### src/hw/rtl/tmes_pkg.sv
// Shared constants and types for the tail mean (expected shortfall) block.
`default_nettype none
package tmes_pkg;
  localparam int unsigned MaxSamples = 1024;
  localparam int unsigned DataW      = 32;
  localparam int unsigned LevelW     = 16;
  localparam logic [LevelW-1:0] LevelReset = 16'd3277;

  typedef enum logic [1:0] {
    STATUS_OK    = 2'd0,
    STATUS_EMPTY = 2'd1,
    STATUS_OVF   = 2'd2
  } status_e;

  typedef enum logic [3:0] {
    ST_IDLE,
    ST_CUT,
    ST_PIV_RD,
    ST_PIV_LD,
    ST_SCAN,
    ST_DECIDE,
    ST_DIV_GO,
    ST_DIV_WAIT,
    ST_OUT
  } state_e;
endpackage
`default_nettype wire

### src/hw/rtl/tmes_div.sv
// Bit-serial restoring divider: signed dividend by unsigned divisor, truncated.
`default_nettype none
module tmes_div
  import tmes_pkg::*;
#(
  parameter int unsigned NumW = 43,
  parameter int unsigned DenW = 11,
  localparam int unsigned IW  = $clog2(NumW + 1)
) (
  input  wire logic            clk_i,
  input  wire logic            rst_ni,
  input  wire logic            go_i,
  input  wire logic [NumW-1:0] num_i,
  input  wire logic [DenW-1:0] den_i,
  output logic                 done_o,
  output logic [NumW-1:0]      quot_o
);
  logic            run_q, neg_q, done_q;
  logic [IW-1:0]   cnt_q;
  logic [NumW-1:0] q_q;
  logic [DenW:0]   rem_q;
  logic [DenW-1:0] den_q;
  logic [DenW:0]   trial;
  logic [DenW+1:0] shifted;

  assign shifted = {rem_q, q_q[NumW-1]};
  assign trial   = shifted[DenW:0] - {1'b0, den_q};

  always_ff @(posedge clk_i or negedge rst_ni) begin
    if (!rst_ni) begin
      run_q  <= 1'b0;
      done_q <= 1'b0;
      cnt_q  <= '0;
    end else begin
      done_q <= 1'b0;
      if (go_i) begin
        run_q <= 1'b1;
        cnt_q <= IW'(NumW);
      end else if (run_q) begin
        cnt_q <= cnt_q - 1'b1;
        if (cnt_q == IW'(1)) begin
          run_q  <= 1'b0;
          done_q <= 1'b1;
        end
      end
    end
  end

  always_ff @(posedge clk_i) begin
    if (go_i) begin
      neg_q <= num_i[NumW-1];
      q_q   <= num_i[NumW-1] ? (~num_i + 1'b1) : num_i;
      rem_q <= '0;
      den_q <= den_i;
    end else if (run_q) begin
      if (!shifted[DenW+1] && !trial[DenW]) begin
        rem_q <= trial;
        q_q   <= {q_q[NumW-2:0], 1'b1};
      end else begin
        rem_q <= shifted[DenW:0] - (shifted[DenW+1] ? {1'b0, den_q} : '0);
        q_q   <= {q_q[NumW-2:0], shifted[DenW+1]};
      end
    end
  end

  assign done_o = done_q;
  assign quot_o = neg_q ? (~q_q + 1'b1) : q_q;
endmodule
`default_nettype wire

### config.mk
export PLATFORM = sky130hd
export DESIGN_NAME = tmes_div
export DESIGN_NICKNAME = d
export VERILOG_FILES = /design/src/hw/rtl/tmes_pkg.sv /design/src/hw/rtl/tmes_div.sv
export SDC_FILE = /design/constraint.sdc
export NUM_CORES = 1
export LEC_CHECK = 0
export ABC_AREA = 1
export BUFFER_PORTS_ARGS = -buffer_cell sky130_fd_sc_hd__buf_2
export CELL_PAD_IN_SITES_DETAIL_PLACEMENT = 1
export CELL_PAD_IN_SITES_GLOBAL_PLACEMENT = 1
export CORE_MARGIN = 3
export CORE_UTILIZATION = 42
export DETAILED_ROUTE_END_ITERATION = 7
export GPL_ROUTABILITY_DRIVEN = 0
export PLACE_DENSITY = 0.88
export REMOVE_ABC_BUFFERS = 1
export SETUP_SLACK_MARGIN = 0.05
export SYNTH_ARGS = -nofsm -noshare
export SYNTH_HDL_FRONTEND = slang
export SYNTH_SLANG_ARGS = --single-unit
### constraint.sdc
create_clock -name clk_i -period 2.6 [get_ports clk_i]
set_input_delay 0 -clock clk_i [delete_from_list [all_inputs] [get_ports clk_i]]
set_output_delay 0 -clock clk_i [all_outputs]
set_load 0.01 [all_outputs]
### Yosys cells after proc, flatten, opt, wreduce, memory -nomap -nowiden

Cells that the tools add are included.

| operators by class | value |
|---|---|
| $add $sub $neg | 5 |
| equal/unequal tests | 1 |
| muxes and demuxes | 15 |
| bitwise gates (word level) | 2 |
| reduce and logical (&&, ||, !) cells | 4 |

Operators by type and width:

| kind | number |
|---|---|
| $mux W43 | 4 |
| $add A43 B1 Y43 const B | 2 |
| $not A43 Y43 | 2 |
| $sub A12 B11 Y12 | 2 |
| $mux W12 | 1 |
| $mux W6 | 2 |
| $mux W11 | 1 |
| $mux W1 | 7 |
| $eq A6 B1 Y1 const B | 1 |
| $sub A6 B1 Y6 const B | 1 |
| $logic_not A1 Y1 | 2 |
| $reduce_bool A2 Y1 | 1 |
| $logic_and A1 B1 Y1 | 1 |

| storage, ports and cells | value |
|---|---|
| register bits | 75 |
| output and inout port bits | 44 |

### Depth between registers and ports, before layout

| depth | value |
|---|---|
| word-level depth | 6 |
| mapped depth | 15 |
| depth with buffers taken out | 14 |

### Worst setup path before layout

No wires, ideal clock.

| path | value |
|---|---|
| path kind | flip-flop to flip-flop |
| start | reg rem_q[11] |
| end | reg rem_q[8] |
| library setup time | 0.113 ns |
| arrival | 1.821 ns |
| path slack | 0.666 ns |
| cell stages (with the launch flop) | 13 |
| clock period less this slack | 1.934 ns |
| cell sequence | dfxtp_1 clkbuf_1 nand2_1 fa_1 nand3_1 nand3_1 nand3_1 nand2_1 xor2_1 inv_1 nand2_1 nand3_1 nand2_1 |

| on the way | value |
|---|---|
| cells in the longest elaborated chain, start to end | 3 |
| elaborated cells between the ends (all ways) | 5 |
| those cells by class | add/sub (1); mux (2); reduce/logical (2) |

Ends and longest elaborated chain:

| item | RTL line | text |
|---|---|---|
| from (decl) | tmes_div.sv:21 | `logic [DenW:0] rem_q;` |
| from (signal assigned) | tmes_div.sv:57 | `rem_q <= trial;` |
| from (signal assigned) | tmes_div.sv:60 | `rem_q <= shifted[DenW:0] - (shifted[DenW+1] ? {1'b0, den_q} : '0);` |
| $mux W11 or $logic_not A1 Y1 (tied branches) | tmes_div.sv:60, tmes_div.sv:56 |  |
| $sub A12 B11 Y12 or $logic_and A1 B1 Y1 (tied branches) | tmes_div.sv:60, tmes_div.sv:56 |  |
| $mux W12 (*) | tmes_div.sv:56 | `if (!shifted[DenW+1] && !trial[DenW]) begin` |

Mark *: on every way between the ends. The rest lies on a longest branch, timed or not.
A chain may end at the register's enable or synchronous reset.

### Worst setup path after layout

| path | value |
|---|---|
| start | reg q_q[0] |
| end | out quot_o[30] |

| on the way | value |
|---|---|
| cells in the longest elaborated chain, start to end | 3 |

Ends and longest elaborated chain:

| item | RTL line | text |
|---|---|---|
| from (decl) | tmes_div.sv:20 | `logic [NumW-1:0] q_q;` |
| from (signal assigned) | tmes_div.sv:52 | `q_q <= num_i[NumW-1] ? (~num_i + 1'b1) : num_i;` |
| from (signal assigned) | tmes_div.sv:58 | `q_q <= {q_q[NumW-2:0], 1'b1};` |
| from (signal assigned) | tmes_div.sv:61 | `q_q <= {q_q[NumW-2:0], shifted[DenW+1]};` |
| $not A43 Y43 | tmes_div.sv:67 | `assign quot_o = neg_q ? (~q_q + 1'b1) : q_q;` |
| $add A43 B1 Y43 | tmes_div.sv:67 |  |
| $mux W43 | tmes_div.sv:67 |  |
| to (decl) | tmes_div.sv:16 | `output logic [NumW-1:0] quot_o` |

No other way between the ends.

==> results.cfg <==
[drt]
wl_met2_mm = 12.10
met1Wirelength_mm = 9.733
wl_met3_um = 833
firstDrtPassIters = 5
antenna_left = 0
routed_via_density = 5.343
routed_wl_mm = 23.38
wl_per_cell_um = 17.16
num_vias = 7282
drc = 0
top_layer_used = met4
dr.first_iter.drc_count = 421

[critical_path]
start_kind = flip-flop
r2r_start = rem_q[11]
crit_path_end_kind = output pin
reg2reg_slack_ns = 0.34
r2r_end = rem_q[5]
critPathKind = flip-flop to output pin
worstRegToRegCells = 12
crit_arrival_ns = 2.32
critPathRequiredTime_ns = 2.60
critPathMaxFanout = 5

[cells_and_area]
n_antenna_cell = 0
final_util_pct = 50.15
stdcell_area_sq_um = 7995
nets = 1228
areaGrowthSynthToFinish_pct = 16.65
layout-drive-gt1-share_pct = 14.73

[cts]
numCtsBuffers = 9
ctsRootBufferMaster = clkbuf_16
htreeDepth = 3
clock_path_buffers = 2
cts_tree = built
cts.sinks = 75
clk_latency_ns = 0.35
path_clk_slew_ns = 0.07

[power_and_ir_drop]
p_int_w = 0.003399
leakage_nw = 3.951
p_comb_share_pct = 52.5
p_total_w = 0.006345
peakVddDrop_uv = 403.3
power_switching_w = 0.002946
clkPwrFrac_pct = 20.2
seqPwrFrac_pct = 27.3
switching_share_pct = 46.43
power.density_nw_per_um2 = 793.6

[yosys]
ys_ff_latch = 75
yosysMostFrequentCell = nand2_1
yosysWarnings = 0
ys_top_cells_by_area = edfxtp_1 (24%), nand2_1 (17%), nand3_1 (7.4%)
ys.flop_type = edfxtp_1
synthArstFlopShare_pct = 10.67
netlist.area_leader.share_pct = 24.10
synth_area_sq_um = 6854
synth_seq_area_share_pct = 30.52
synth_cell_types = 41
synth_area_leader_cell = edfxtp_1
ys_top_cells_by_count = nand2_1 (317), inv_1 (136), nand3_1 (102)
avgSynthCellArea_sq_um = 6.629
syn_inst = 1034
synth_edf_count = 55

[floorplan]
core-area_sq_um = 15940
die_y_um = 133.7
io_pins = 101
die-area_sq_um = 17890
rows = 46
initial_utilization_pct = 42.99
die_w_um = 133.7

[grt]
overflow = 0
grt_pass1_wl_mm = 38.09
grt_usage_pct = 26.41
grt_max_degree = 54
grt_pass1_vias = 7640
grt_antenna_before_repair = 0

[sta]
worst_pin_slew_ns = 0.6839
slew_violations = 0
final_hold_viol_count = 0
min_period_ns = 2.321
timing.setup.tns_ns = 0
fin_hold_ws_ns = 0.03936
max_slew_margin_pct = 53.99
fin_crit_sh_pct = 89.26
fmax_mhz = 430.9
rsz0062_at_grt = no
finalSetupViolations = 0
skew_ns = 0.01178

[placed_design]
dpl_cell_area_sq_um = 7580
io_buffers = 100
dp.final_hpwl_mm = 17.88

[status]
outcome = complete, no violations

[flow_run]
drv_cap = 0

[min_path]
hold_class = input port to async pin
[what timing repair did]
action,in CTS,in global routing
hold endpoints to repair,19,0
gates resized for setup,0,0
hold buffers,12,0
setup buffers,0,0
[sequential cells by signal, indices dropped and copies added (netlist names)]
signal / count
q_q: 43
cnt_q: 6
den_q: 11
done_o: 1
run_q: 1
rem_q: 12
neg_q: 1
[through the flow]
step | worst slack, ns | instances
after floorplan | 0.5901 | 1008
after CTS | 0.2515 | 1363
after detailed placement | 0.3927 | 1335
after global placement | 0.4777 | 1335
final | 0.2792 | 1363
after global routing | 0.1589 | 1363
[layer usage]
| layer | vias to the layer above | track usage (%) |
|---|---|---|
| met5 | - | 0 |
| met4 | 0 | 9.886 |
| met3 | 48 | 2.455 |
| met2 | 197 | 48.99 |
| li1 | 3549 | - |
| met1 | 3488 | 31.49 |
[area by class of cell]
cell class,count,area (sq um)
Fill cell,2191,7948
Multi-Input combinational cell,791,4101
Sequential cell,75,2092
Timing Repair Buffer,123,703.2
Inverter,142,533.0
Tap cell,216,270.3
Clock buffer,11,232.7
Clock inverter,5,62.56
[kinds of logic (layout without fill, tap and decap cells)]
group | count (synthesis) | in the layout | synth area share (%)
AO/OA/AOI/OAI | 88 | 88 | 6.809
flip-flops | 75 | 75 | 30.52
buffers and inverters | 168 | 281 | 9.639
XOR/XNOR | 68 | 68 | 8.689
AND/OR/NAND/NOR | 606 | 606 | 38.83
adder cells (fa/ha/maj) | 29 | 29 | 5.513
[layout by cell type (no fill, tap or decap), types with 15 or more instances in the layout]
cell type / n
inv_1: 136
nor3_1: 15
nand4_1: 25
nor2_1: 100
a21oi_1: 19
o21ai_0: 54
buf_2: 100
edfxtp_1: 55
nand3_1: 102
nand2_1: 317
xnor2_1: 18
xor2_1: 50
ha_1: 27
[worst max-delay path: stages, from the launching register on]
cell and delay, ns:
edfxtp_1 0.42, inv_1 0.12, ha_1 0.18, nand2_1 0.07
nor2_2 0.20, nand3_2 0.12, nor2_2 0.15, nand3_2 0.14
nand2_2 0.15, nand2_1 0.08, xor2_1 0.18, buf_2 0.17
[power groups by stage]
stage          Combinational (W)  Sequential (W)  Clock, W
2_1_floorplan            0.00224         0.00167         0
3_3_place_gp             0.00305         0.00174         0
3_5_place_dp             0.00317         0.00175         0
4_1_cts                  0.00330         0.00173   0.00128
5_1_grt                  0.00377         0.00176   0.00134
6_report                 0.00333         0.00174   0.00128
[worst max-delay path by stage]
| stage | startpoint | endpoint | slack [ns] | cells past startpoint |
|---|---|---|---|---|
| floorplan | run_q | q_q[0] | 0.59 | 2 |
| global placement | rem_q[11] | rem_q[8] | 0.48 | 14 |
| detailed placement | rem_q[11] | rem_q[8] | 0.39 | 14 |
| CTS | q_q[0] | quot_o[26] | 0.25 | 10 |
| global route | q_q[0] | quot_o[26] | 0.16 | 10 |
| finish | q_q[0] | quot_o[30] | 0.28 | 11 |
No activity file was read; power rests on OpenSTA's default activity.
